$ cat config.mk
export PLATFORM = sky130hd
export DESIGN_NAME = tcp_receive_reassembly_tracker
export DESIGN_NICKNAME = d
export VERILOG_FILES = /design/src/trt_pkg.sv /design/src/tcp_receive_reassembly_tracker.sv /design/src/trt_ctrl.sv /design/src/trt_dp.sv
export SDC_FILE = /design/constraint.sdc
export NUM_CORES = 2
export LEC_CHECK = 0
export BUFFER_PORTS_ARGS = -buffer_cell sky130_fd_sc_hd__buf_2
export CAP_MARGIN = 20
export CORE_MARGIN = 2
export CORE_UTILIZATION = 34
export DETAILED_ROUTE_END_ITERATION = 8
export PLACE_DENSITY_LB_ADDON = 0.2
export SYNTH_ARGS = -nofsm -noshare
export SYNTH_HDL_FRONTEND = slang
export SYNTH_SLANG_ARGS = --single-unit
$ cat constraint.sdc
create_clock -name clk_i -period 6.7 [get_ports clk_i]
set_input_delay 1.005 -clock clk_i [delete_from_list [all_inputs] [get_ports clk_i]]
set_output_delay 1.005 -clock clk_i [all_outputs]
set_load 0.05 [all_outputs]
$ cat src/trt_pkg.sv
// ----------------------------------------------------------------------------
// trt_pkg
// Types and constants of the receive reassembly tracker.
// ----------------------------------------------------------------------------
`default_nettype none

package trt_pkg;

  localparam int SEQ_W = 32;
  localparam int CNT_W = 17;
  localparam int LEN_W = 11;
  localparam int ST_W  = 3;

  localparam logic [CNT_W-1:0] BUF_RESET = CNT_W'(50 * 1024);
  localparam logic [SEQ_W-1:0] SEQ_MAX   = '1;
  localparam logic [CNT_W-1:0] CNT_MAX   = '1;

  typedef enum logic [ST_W-1:0] {
    ST_INORDER    = 3'd0,
    ST_STORED     = 3'd1,
    ST_OLD        = 3'd2,
    ST_MALFORMED  = 3'd3,
    ST_DROPPED    = 3'd4,
    ST_READ_DONE  = 3'd5,
    ST_READ_EMPTY = 3'd6
  } status_e;

  typedef enum logic [1:0] {
    CLS_FINAL,
    CLS_INORDER,
    CLS_OOO
  } cls_e;

  typedef enum logic [3:0] {
    CMD_NONE,
    CMD_LOAD,
    CMD_EVAL,
    CMD_CLAMP,
    CMD_ADVANCE,
    CMD_ABSORB,
    CMD_GAIN,
    CMD_ACCUM,
    CMD_OFFSET,
    CMD_KEEP,
    CMD_STORE,
    CMD_EMIT
  } cmd_e;

  typedef enum logic [3:0] {
    S_IDLE,
    S_EVAL,
    S_CLAMP,
    S_ADVANCE,
    S_ABSORB,
    S_GAIN,
    S_ACCUM,
    S_OFFSET,
    S_KEEP,
    S_STORE,
    S_EMIT
  } state_e;

  typedef struct packed {
    cls_e cls;
    logic hit;
    logic out_busy;
  } dp_status_t;

endpackage

`default_nettype wire

$ cat src/tcp_receive_reassembly_tracker.sv
// ----------------------------------------------------------------------------
// tcp_receive_reassembly_tracker
// Receive-side sequence tracker with an out-of-order interval table.
// ----------------------------------------------------------------------------
// Input channel (in_valid_i/in_ready_o) carries a segment arrival or an
// application read; every transfer yields exactly one result on the output
// channel (out_valid_o/out_ready_i). The buffer capacity is written through
// cfg_valid_i/cfg_ready_o, which is always ready; the user must write it only
// while the block is idle; the block does not enforce this. Reads and
// malformed, empty and old segments go from evaluation to the output;
// out-of-order segments pass offset, keep and store; in-order segments pass
// clamp, advance, absorb (k of 0..OOO_ENTRIES stored intervals, one per cycle),
// gain and accumulate. One item is in flight at a time; in_ready_o rises with out_valid_o.
// A held result sits in the output register while the next item is taken;
// that item's result waits until the register is free. Reset clears the
// expected number, the buffered count and all interval valid bits, and
// restores the capacity to 51200 bytes.
// ----------------------------------------------------------------------------
`default_nettype none

module tcp_receive_reassembly_tracker #(
  parameter int unsigned OOO_ENTRIES  = 8,
  parameter int unsigned MAX_PAYLOAD  = 1024,
  parameter int unsigned HEADER_BYTES = 9
) (
  input  logic                      clk_i,
  input  logic                      rst_ni,
  input  logic                      cfg_valid_i,
  output logic                      cfg_ready_o,
  input  logic [trt_pkg::CNT_W-1:0] buffer_bytes_i,
  input  logic                      in_valid_i,
  output logic                      in_ready_o,
  input  logic                      req_type_i,
  input  logic [trt_pkg::SEQ_W-1:0] seq_num_i,
  input  logic [trt_pkg::LEN_W-1:0] seg_len_i,
  input  logic [trt_pkg::LEN_W-1:0] frame_len_i,
  input  logic [trt_pkg::CNT_W-1:0] read_len_i,
  output logic                      out_valid_o,
  input  logic                      out_ready_i,
  output logic [trt_pkg::SEQ_W-1:0] ack_num_o,
  output logic [trt_pkg::CNT_W-1:0] window_o,
  output logic [trt_pkg::CNT_W-1:0] read_granted_o,
  output logic [trt_pkg::ST_W-1:0]  status_o
);
  import trt_pkg::*;

  cmd_e       cmd;
  dp_status_t stat;

  assign cfg_ready_o = 1'b1;

  trt_ctrl u_ctrl (
    .clk_i      (clk_i),
    .rst_ni     (rst_ni),
    .in_valid_i (in_valid_i),
    .stat_i     (stat),
    .in_ready_o (in_ready_o),
    .cmd_o      (cmd)
  );

  trt_dp #(
    .OOO_ENTRIES  (OOO_ENTRIES),
    .MAX_PAYLOAD  (MAX_PAYLOAD),
    .HEADER_BYTES (HEADER_BYTES)
  ) u_dp (
    .clk_i          (clk_i),
    .rst_ni         (rst_ni),
    .cmd_i          (cmd),
    .stat_o         (stat),
    .cfg_we_i       (cfg_valid_i && cfg_ready_o),
    .buffer_bytes_i (buffer_bytes_i),
    .req_type_i     (req_type_i),
    .seq_num_i      (seq_num_i),
    .seg_len_i      (seg_len_i),
    .frame_len_i    (frame_len_i),
    .read_len_i     (read_len_i),
    .out_valid_o    (out_valid_o),
    .out_ready_i    (out_ready_i),
    .ack_num_o      (ack_num_o),
    .window_o       (window_o),
    .read_granted_o (read_granted_o),
    .status_o       (status_o)
  );

endmodule

`default_nettype wire

$ cat src/trt_ctrl.sv
// ----------------------------------------------------------------------------
// trt_ctrl
// Sequencer that steps the datapath through one item at a time.
// ----------------------------------------------------------------------------
`default_nettype none

module trt_ctrl (
  input  logic                clk_i,
  input  logic                rst_ni,
  input  logic                in_valid_i,
  input  trt_pkg::dp_status_t stat_i,
  output logic                in_ready_o,
  output trt_pkg::cmd_e       cmd_o
);
  import trt_pkg::*;

  state_e state_q, state_d;

  always_ff @(posedge clk_i or negedge rst_ni) begin
    if (!rst_ni) begin
      state_q <= S_IDLE;
    end else begin
      state_q <= state_d;
    end
  end

  always_comb begin
    state_d = state_q;
    case (state_q)
      S_IDLE: begin
        if (in_valid_i) begin
          state_d = S_EVAL;
        end
      end
      S_EVAL: begin
        case (stat_i.cls)
          CLS_INORDER: state_d = S_CLAMP;
          CLS_OOO:     state_d = S_OFFSET;
          default:     state_d = S_EMIT;
        endcase
      end
      S_CLAMP:   state_d = S_ADVANCE;
      S_ADVANCE: state_d = S_ABSORB;
      S_ABSORB: begin
        if (!stat_i.hit) begin
          state_d = S_GAIN;
        end
      end
      S_GAIN:    state_d = S_ACCUM;
      S_ACCUM:   state_d = S_EMIT;
      S_OFFSET:  state_d = S_KEEP;
      S_KEEP:    state_d = S_STORE;
      S_STORE:   state_d = S_EMIT;
      S_EMIT: begin
        if (!stat_i.out_busy) begin
          state_d = S_IDLE;
        end
      end
      default:   state_d = S_IDLE;
    endcase
  end

  always_comb begin
    in_ready_o = 1'b0;
    cmd_o      = CMD_NONE;
    case (state_q)
      S_IDLE: begin
        in_ready_o = 1'b1;
        if (in_valid_i) begin
          cmd_o = CMD_LOAD;
        end
      end
      S_EVAL:    cmd_o = CMD_EVAL;
      S_CLAMP:   cmd_o = CMD_CLAMP;
      S_ADVANCE: cmd_o = CMD_ADVANCE;
      S_ABSORB:  cmd_o = CMD_ABSORB;
      S_GAIN:    cmd_o = CMD_GAIN;
      S_ACCUM:   cmd_o = CMD_ACCUM;
      S_OFFSET:  cmd_o = CMD_OFFSET;
      S_KEEP:    cmd_o = CMD_KEEP;
      S_STORE:   cmd_o = CMD_STORE;
      S_EMIT: begin
        if (!stat_i.out_busy) begin
          cmd_o = CMD_EMIT;
        end
      end
      default:   cmd_o = CMD_NONE;
    endcase
  end

endmodule

`default_nettype wire

$ cat src/trt_dp.sv
// ----------------------------------------------------------------------------
// trt_dp
// Sequence state, buffer count, interval table and result register.
// ----------------------------------------------------------------------------
`default_nettype none

module trt_dp #(
  parameter int unsigned OOO_ENTRIES  = 8,
  parameter int unsigned MAX_PAYLOAD  = 1024,
  parameter int unsigned HEADER_BYTES = 9
) (
  input  logic                        clk_i,
  input  logic                        rst_ni,
  input  trt_pkg::cmd_e               cmd_i,
  output trt_pkg::dp_status_t         stat_o,
  input  logic                        cfg_we_i,
  input  logic [trt_pkg::CNT_W-1:0]   buffer_bytes_i,
  input  logic                        req_type_i,
  input  logic [trt_pkg::SEQ_W-1:0]   seq_num_i,
  input  logic [trt_pkg::LEN_W-1:0]   seg_len_i,
  input  logic [trt_pkg::LEN_W-1:0]   frame_len_i,
  input  logic [trt_pkg::CNT_W-1:0]   read_len_i,
  output logic                        out_valid_o,
  input  logic                        out_ready_i,
  output logic [trt_pkg::SEQ_W-1:0]   ack_num_o,
  output logic [trt_pkg::CNT_W-1:0]   window_o,
  output logic [trt_pkg::CNT_W-1:0]   read_granted_o,
  output logic [trt_pkg::ST_W-1:0]    status_o
);
  import trt_pkg::*;

  localparam int IDX_W = (OOO_ENTRIES > 1) ? $clog2(OOO_ENTRIES) : 1;
  localparam int HDR_W = LEN_W + 1;
  localparam int WID_W = SEQ_W + 1;
  localparam logic [CNT_W-1:0] MAX_LEN = CNT_W'(MAX_PAYLOAD);
  localparam logic [HDR_W-1:0] HDR_LEN = HDR_W'(HEADER_BYTES);

  logic [CNT_W-1:0] bytes_q;
  logic [SEQ_W-1:0] ne_q;
  logic [CNT_W-1:0] buf_q;
  logic [OOO_ENTRIES-1:0] valid_q;
  logic             out_valid_q;

  logic             type_q;
  logic [SEQ_W-1:0] seq_q;
  logic [LEN_W-1:0] len_q;
  logic [LEN_W-1:0] frame_q;
  logic [CNT_W-1:0] rdlen_q;
  logic [WID_W-1:0] seg_end_q;
  logic [WID_W-1:0] tmp_q;
  logic [SEQ_W-1:0] old_q;
  logic [CNT_W-1:0] granted_q;
  status_e          status_q;

  logic [SEQ_W-1:0] start_q [OOO_ENTRIES];
  logic [SEQ_W-1:0] end_q   [OOO_ENTRIES];

  logic [SEQ_W-1:0] ack_q;
  logic [CNT_W-1:0] window_q;
  logic [CNT_W-1:0] ogranted_q;
  status_e          ostatus_q;

  logic [CNT_W-1:0] free_space;
  logic             malformed;
  logic             seq_le;
  logic             end_gt;
  logic             seq_gt;
  logic             any_hit;
  logic [IDX_W-1:0] hit_idx;
  logic             any_free;
  logic [IDX_W-1:0] free_idx;
  logic [CNT_W-1:0] room;
  logic [CNT_W-1:0] keep;
  logic [CNT_W-1:0] granted_rd;
  logic [WID_W-1:0] adv_sum;
  logic [WID_W-1:0] acc_sum;
  logic [WID_W-1:0] store_sum;
  logic             store_ok;
  status_e          eval_status;
  cls_e             cls;

  assign free_space = (buf_q >= bytes_q) ? '0 : bytes_q - buf_q;
  assign malformed  = (CNT_W'(len_q) > MAX_LEN) ||
                      ((HDR_W'(len_q) + HDR_LEN) != HDR_W'(frame_q));
  assign seq_le     = (seq_q <= ne_q);
  assign end_gt     = (seg_end_q > WID_W'(ne_q));
  assign seq_gt     = (seq_q > ne_q);
  assign granted_rd = (rdlen_q < buf_q) ? rdlen_q : buf_q;
  assign room       = (WID_W'(bytes_q) > tmp_q) ? bytes_q - tmp_q[CNT_W-1:0] : '0;
  assign keep       = (CNT_W'(len_q) < room) ? CNT_W'(len_q) : room;
  assign adv_sum    = WID_W'(ne_q) + tmp_q;
  assign acc_sum    = WID_W'(buf_q) + tmp_q;
  assign store_sum  = WID_W'(seq_q) + WID_W'(tmp_q[CNT_W-1:0]);
  assign store_ok   = any_free && (tmp_q != '0);

  always_comb begin
    any_hit  = 1'b0;
    hit_idx  = '0;
    any_free = 1'b0;
    free_idx = '0;
    for (int i = OOO_ENTRIES - 1; i >= 0; i--) begin
      if (valid_q[i] && (start_q[i] <= ne_q)) begin
        any_hit = 1'b1;
        hit_idx = IDX_W'(i);
      end
      if (!valid_q[i]) begin
        any_free = 1'b1;
        free_idx = IDX_W'(i);
      end
    end
  end

  always_comb begin
    cls = CLS_FINAL;
    if (type_q) begin
      eval_status = (buf_q == '0) ? ST_READ_EMPTY : ST_READ_DONE;
    end else if (malformed) begin
      eval_status = ST_MALFORMED;
    end else if (len_q == '0) begin
      eval_status = ST_OLD;
    end else if (seq_le && end_gt) begin
      eval_status = ST_INORDER;
      cls         = CLS_INORDER;
    end else if (seq_gt) begin
      eval_status = ST_STORED;
      cls         = CLS_OOO;
    end else begin
      eval_status = ST_OLD;
    end
  end

  assign stat_o.cls      = cls;
  assign stat_o.hit      = any_hit;
  assign stat_o.out_busy = out_valid_q && !out_ready_i;

  always_ff @(posedge clk_i or negedge rst_ni) begin
    if (!rst_ni) begin
      bytes_q     <= BUF_RESET;
      ne_q        <= '0;
      buf_q       <= '0;
      valid_q     <= '0;
      out_valid_q <= 1'b0;
    end else begin
      if (cfg_we_i) begin
        bytes_q <= buffer_bytes_i;
      end
      if (cmd_i == CMD_EMIT) begin
        out_valid_q <= 1'b1;
      end else if (out_valid_q && out_ready_i) begin
        out_valid_q <= 1'b0;
      end
      case (cmd_i)
        CMD_EVAL: begin
          if (type_q && (buf_q != '0)) begin
            buf_q <= buf_q - granted_rd;
          end
        end
        CMD_ADVANCE: begin
          ne_q <= adv_sum[SEQ_W] ? SEQ_MAX : adv_sum[SEQ_W-1:0];
        end
        CMD_ABSORB: begin
          if (any_hit) begin
            if (end_q[hit_idx] > ne_q) begin
              ne_q <= end_q[hit_idx];
            end
            valid_q[hit_idx] <= 1'b0;
          end
        end
        CMD_ACCUM: begin
          buf_q <= (acc_sum > WID_W'(CNT_MAX)) ? CNT_MAX : acc_sum[CNT_W-1:0];
        end
        CMD_STORE: begin
          if (store_ok) begin
            valid_q[free_idx] <= 1'b1;
          end
        end
        default: begin
        end
      endcase
    end
  end

  always_ff @(posedge clk_i) begin
    case (cmd_i)
      CMD_LOAD: begin
        type_q    <= req_type_i;
        seq_q     <= seq_num_i;
        len_q     <= seg_len_i;
        frame_q   <= frame_len_i;
        rdlen_q   <= read_len_i;
        seg_end_q <= WID_W'(seq_num_i) + WID_W'(seg_len_i);
      end
      CMD_EVAL: begin
        old_q     <= ne_q;
        status_q  <= eval_status;
        granted_q <= (type_q && (buf_q != '0)) ? granted_rd : '0;
        tmp_q     <= seq_gt ? WID_W'(seq_q) - WID_W'(ne_q) : seg_end_q - WID_W'(ne_q);
      end
      CMD_CLAMP: begin
        if (tmp_q > WID_W'(free_space)) begin
          tmp_q <= WID_W'(free_space);
        end
      end
      CMD_GAIN: begin
        tmp_q <= WID_W'(ne_q - old_q);
      end
      CMD_OFFSET: begin
        tmp_q <= tmp_q + WID_W'(buf_q);
      end
      CMD_KEEP: begin
        tmp_q <= WID_W'(keep);
      end
      CMD_STORE: begin
        if (store_ok) begin
          start_q[free_idx] <= seq_q;
          end_q[free_idx]   <= store_sum[SEQ_W] ? SEQ_MAX : store_sum[SEQ_W-1:0];
        end else begin
          status_q <= ST_DROPPED;
        end
      end
      CMD_EMIT: begin
        ack_q      <= ne_q;
        window_q   <= free_space;
        ogranted_q <= granted_q;
        ostatus_q  <= status_q;
      end
      default: begin
      end
    endcase
  end

  assign out_valid_o    = out_valid_q;
  assign ack_num_o      = ack_q;
  assign window_o       = window_q;
  assign read_granted_o = ogranted_q;
  assign status_o       = ostatus_q;

endmodule

`default_nettype wire

# --- Word level (Yosys, flattened, before mapping) ---
# Memories as Yosys holds them, arrays and structs flattened.
# Index checks and enable logic that the tools add are counted.
classes:
  n_bitwise: 3
  muxes: 81
  reduce_logical: 35
  n_lt_le_gt_ge: 23
  addsub: 11
  n_eq_ne: 33
ops:
  columns: ["operator", "count"]
  rows:
  - ["<= comparator 32 bit", 9]
  - ["one-hot mux 33 bit (5 select lines)", 1]
  - ["2-to-1 mux 32 bit", 4]
  - ["2-to-1 mux 17 bit", 6]
  - ["2-to-1 mux 33 bit", 2]
  - ["subtractor 32 x 32 -> 33 bit", 2]
  - ["> comparator 32 bit", 2]
  - ["one-hot mux 32 bit (2 select lines)", 1]
  - ["2-to-1 mux 3 bit", 21]
  - ["subtractor 17 bit", 3]
  - ["one-hot mux 4 bit (11 select lines)", 1]
  - ["one-hot mux 4 bit (10 select lines)", 1]
  - ["one-hot mux 17 bit (2 select lines)", 1]
  - ["adder 17 x 33 -> 33 bit", 1]
  - ["adder 32 x 11 -> 33 bit", 1]
  - ["adder 32 x 17 -> 33 bit", 1]
  - ["adder 32 x 33 -> 33 bit", 1]
  - ["> comparator 17 x 33 -> 1 bit", 1]
  - ["> comparator 33 x 17 -> 1 bit", 1]
  - ["> comparator 33 x 17 -> 1 bit, second input constant", 1]
  - ["> comparator 33 x 32 -> 1 bit", 1]
  - ["nonzero test 33 bit", 1]
  - ["subtractor 33 x 32 -> 33 bit", 1]
  - ["equality test 4 x 3 -> 1 bit, second input constant", 8]
  - ["38 further kinds", 114]
totals:
  reg_bits: 338
  wordCells: 208
  in_bits: 94
  mem_count: 2
  mem_bits_rw: 512
memory_table:
  columns: ["name", "depth", "width", "read_ports", "rd_clocked_by_memory_dff", "wr", "line_no", "rtl"]
  rows:
  - ["u_dp.end_q", 8, 32, 1, 0, 1, "trt_dp.sv:56", "logic [SEQ_W-1:0] end_q [OOO_ENTRIES];"]
  - ["u_dp.start_q", 8, 32, 8, 0, 1, "trt_dp.sv:55", "logic [SEQ_W-1:0] start_q [OOO_ENTRIES];"]

# --- Depth between registers and ports, before layout ---
# An unclocked memory read counts as a cell.
depth:
  ltp_word: 19
  mapped_depth: 29
  ltp_nobuf: 24

# --- Modules after synthesis ---
# Synthesis repeated with hierarchy kept, for this count alone.
hier_totals:
  cells_unflattened: 4479
  area_unflattened_um2: 50572.3
by_module_without_submodules:
  columns: ["mod", "area_per_inst_um2", "cells_per_inst", "n_inst"]
  rows:
  - ["trt_dp", 50188.1, 4429, 1]
  - ["trt_ctrl", 372.9, 48, 1]
  - ["tcp_receive_reassembly_tracker", 11.3, 2, 1]

# --- Worst setup path before layout ---
# OpenSTA, ideal clock, no wires.
synth_timing:
  path_type: "in2reg"
  start: "input out_ready_i"
  end: "register u_dp.ack_q[0] (netlist: u_dp.ack_num_o[0]), enable pin"
  arrival_time_ns: 6.219
  setup_slack_ns: -0.114
  path_stages: 2
  cell_sequence: "nand2b_1 nor3b_1"
synth_between:
  elab_chain_len: 5
synth_lines:
  columns: ["item", "line_no", "rtl"]
  rows:
  - ["start: declaration", "tcp_receive_reassembly_tracker.sv:39", "input logic out_ready_i,"]
  - ["zero test 1 bit", "trt_dp.sv:134", "assign stat_o.out_busy = out_valid_q && !out_ready_i;"]
  - ["logical AND 1 bit", "trt_dp.sv:134", null]
  - ["2-to-1 mux 4 bit", "trt_ctrl.sv:83", "if (!stat_i.out_busy) begin"]
  - ["one-hot mux 4 bit (11 select lines)", "trt_ctrl.sv:66", "case (state_q)"]
  - ["equality test 4 bit", "trt_dp.sv:184", "case (cmd_i)"]
  - ["end signal: assignment", "trt_dp.sv:222", "ack_q <= ne_q;"]
  - ["end: declaration", "trt_dp.sv:58", "logic [SEQ_W-1:0] ack_q;"]
# No other way between the ends.
# A chain may end at the register's enable or synchronous reset.

# --- Worst setup path after layout ---
layout_timing:
  start: "register u_dp.ne_q[25]"
  end: "register u_dp.ne_q[6]"
layout_between:
  elab_chain_len: 14
  word_cells_on_any_way: 42
layout_lines:
  columns: ["item", "line_no", "rtl"]
  rows:
  - ["start: declaration", "trt_dp.sv:39", "logic [SEQ_W-1:0] ne_q;"]
  - ["start signal: assignment", "trt_dp.sv:159", "ne_q <= adv_sum[SEQ_W] ? SEQ_MAX : adv_sum[SEQ_W-1:0];"]
  - ["start signal: assignment", "trt_dp.sv:164", "ne_q <= end_q[hit_idx];"]
  - ["<= comparator 32 bit", "trt_dp.sv:102", "if (valid_q[i] && (start_q[i] <= ne_q)) begin"]
  - ["logical AND 1 bit", "trt_dp.sv:102", null]
  - ["2-to-1 mux 3 bit (8 in series)", "trt_dp.sv:102", null]
  - ["memory (8 x 32 bit)", null, null]
  - ["> comparator 32 bit or 2-to-1 mux 32 bit (tied branches)", "trt_dp.sv:163", "if (end_q[hit_idx] > ne_q) begin"]
  - ["inequality test 2 x 1 -> 1 bit (no source line) or 2-to-1 mux 32 bit (tied branches)", null, null]
  - ["AND reduction 3 bit (no source line) or one-hot mux 32 bit (2 select lines) (tied branches)", null, null]
# Several ways; a longest one is shown, not always the timed one. The select of a mux whose other input is x is not followed.

==> run metrics <==
status=finished clean; Pint=about 0.017 W; Slowest-stage cell, CP=a2111oi_1; drt total wl=~180,000 um; CTS sink cnt=850; synthesized net count=5,131; initial DRC count=approximately 3,300; Flop pwr share=0.254; RR Startpoint=u_dp.ne_q[25]; Reg2Reg Setup Slack=around 290 ps; Post-synth EDFFs=between 700 and 800; critical path type=flop to flop; Final Hold Viols=0; Main synth FF type=edfxtp_1; root buf cell=clkbuf_16; switch share=0.4709; YS warnings=0; CTS tree=yes; CTS clk-pin slew, worst paths=roughly 70 ps; initial antenna violation count=8; Synth cell types=between 90 and 100; clk buf depth=3; period utilization=0.9563; CTS buffer count=101; grt ovf=0; Least-Margin Pin Slew=approximately 1000 ps; commonest non-fill, non-tap cell in the layout=edfxtp_1; Worst Setup Start Kind=flop; Max Freq=approximately 160 MHz; power share of the clock group=0.171; Rows=~140; Routed Antenna Nets=0; Port Buffers=roughly 160; post-route minimum period=~6400 ps; synth top area cells=edfxtp_1, ha_1, dfrtp_1, a21oi_1, xnor2_1; gr usage total=0.2376; core footprint=about 150,000 um^2; Die W=around 400 um; nets=about 5,500; DRT Pass-1 Iters=8; power consumption=around 0.032 W; Slew HR=0.3189; Seq cells post-synth=between 800 and 900; area delta synth->final=16.81%; cell family with most CP delay=compound AO/OA/AOI/OAI gates; Peak VDD IR=0.2728 mV; worst stage delay on the critical path=about 500 ps; RSZ-0062 raised after global routing=false; worst clock skew=81.53 ps; Total Die Area=about 150,000 um^2; HPWL after DPL=between 100,000 and 150,000 um; first-pass GRT wire length=approximately 260,000 um; share of post-route cells with drive strength above 1=0.1450; TNS Setup=0 ps; Worst EP required=around 7400 ps; Final Util=0.4001; Routed WL per cell=between 20 and 30 um; placed instance area=roughly 56,000 um^2; Psw=0.01524 W; vias in the first global route=37,480; Post-Syn Area=slightly above 50,000 um^2; number of buffers and inverters on the critical path=5; Ports=166; worst r2r path cells=28; final number of setup-violating endpoints=0; worst min path class=primary input to asynchronous set/reset pin; Worst-Skew Late Latency=a little under 800 ps; # H-tree levels=3; Critical path destination=u_dp.ne_q[6]; Worst setup EP type=flop; vias per cell=about 5.7; Max Cap Viol=0; Crit. path cell count=28; CP startpoint=u_dp.ne_q[25]; initial core utilization=0.3425; WP data arrival=just over 7000 ps; hold-fix buffers at CTS=0; vias=between 30,000 and 40,000; Cells after Synth=around 4,500; reg2reg end=u_dp.ne_q[6]; Yosys top cell area share=0.4578; most frequent cells in the layout=edfxtp_1, ha_1, a21oi_1; DRC viols=0; pin count of the biggest net entering global routing=59; sequential area share after synthesis=0.4970; Leak=approximately 23 nW; combinational group share of total power=0.576; routability cong.=around 1; Max Slew Vio Count=0; largest area contributor in the netlist=edfxtp_1; fraction of registers with async set/reset=0.09294; pwr dens=between 500 and 600 nW/um^2; design area=roughly 59,000 um^2; die height=between 300 and 400 um; crit path max fanout=32; Avg Synthesized Cell Area=about 11 um^2
## registers in the layout (all words and copies together), names as in the netlist, 32 cells and up
| name | cells |
|---|---|
| u_dp.seq_q | 32 |
| u_dp.tmp_q | 33 |
| u_dp.seg_end_q | 33 |
| u_dp.old_q | 32 |
| u_dp.ne_q | 32 |
| u_dp.ack_num_o | 32 |
| u_dp.end_q | 256 |
| u_dp.start_q | 256 |
## cell families after synthesis
logic type | count (synthesis) | synth area share
mux | 95 | 0.01955
flops | 850 | 0.4970
compound gates | 1229 | 0.1640
other cells | 1 | 0.00007415
simple gates | 1161 | 0.1125
fa+ha+maj | 567 | 0.1418
xor+xnor | 221 | 0.03827
buf+inv | 346 | 0.02694
## cell usage after synthesis (14+ instances only)
master and number:
a2111oi_0 19, a211oi_1 53, a21boi_0 14, a21o_1 122, a21oi_1 327, a221oi_1 21, a22oi_1 27, a31oi_1 30
and2_1 21, and3_1 37, buf_2 24, clkbuf_1 85, dfrtp_1 76, edfxtp_1 771, ha_1 557, inv_1 221
mux2_2 30, mux2i_1 65, nand2_1 290, nand2b_1 58, nand3_1 123, nand4_1 96, nor2_1 275, nor2b_1 41
nor3_1 99, nor4_1 36, o211ai_1 38, o21a_1 46, o21ai_0 190, o21bai_1 59, o221a_2 16, o221ai_1 67
o22ai_1 41, o31a_1 42, o31ai_1 16, or2_2 26, or3_1 16, xnor2_1 137, xor2_1 84
## worst min-delay path by stage
stage	cells after the start	start	endpoint
floorplan	0	u_dp.granted_q[0]	u_dp.read_granted_o[0]
global placement	0	u_dp.granted_q[12]	u_dp.read_granted_o[12]
detailed placement	0	u_dp.granted_q[4]	u_dp.read_granted_o[4]
CTS	1	rst_ni	u_dp.buf_q[7]
global route	1	rst_ni	u_dp.buf_q[1]
finish	1	rst_ni	u_dp.buf_q[7]
## power by group through the flow
stage,clock network [W],logic [W],registers (W)
2_1_floorplan,0,0.0111,0.00809
3_3_place_gp,0,0.0182,0.00830
6_report,0.00552,0.0186,0.00821
5_1_grt,0.00583,0.0201,0.00826
3_5_place_dp,0,0.0182,0.00830
4_1_cts,0.00565,0.0184,0.00819
## per-layer routing
layer  track usage  part of all wire  vias up
li1              -                 -    18060
met1        0.3182              0.44    19340
met2        0.3913              0.46     1315
met3       0.02869             0.056      287
met4       0.09338             0.042        2
met5             0          0.000071        -
## area by class of cell
cell class	instances	area (um^2)
Antenna cell	1	2.502
Clock buffer	123	2651
Clock inverter	63	651.9
Fill cell	14120	88590
Inverter	222	840.8
Multi-Input combinational cell	3274	24330
Sequential cell	850	25130
Tap cell	1930	2415
Timing Repair Buffer	435	3053
## metrics by stage
stage | hold WS, ps | setup WS, ps | std cells
2_1_floorplan | 400.3 | 238.9 | 4470
4_1_cts | 119.8 | 179.6 | 6891
3_3_place_gp | 401.9 | 275.6 | 6704
5_1_grt | 180.3 | 11.11 | 6897
3_5_place_dp | 405.4 | 205.6 | 6705
6_report | 163.4 | 292.8 | 6898
## repair_timing
| action | CTS | global route |
|---|---|---|
| setup endpoints to repair | 0 | 32 |
| setup buffers | 0 | 5 |
| resized for setup | 0 | 13 |
(Power assumes the default switching activity.)
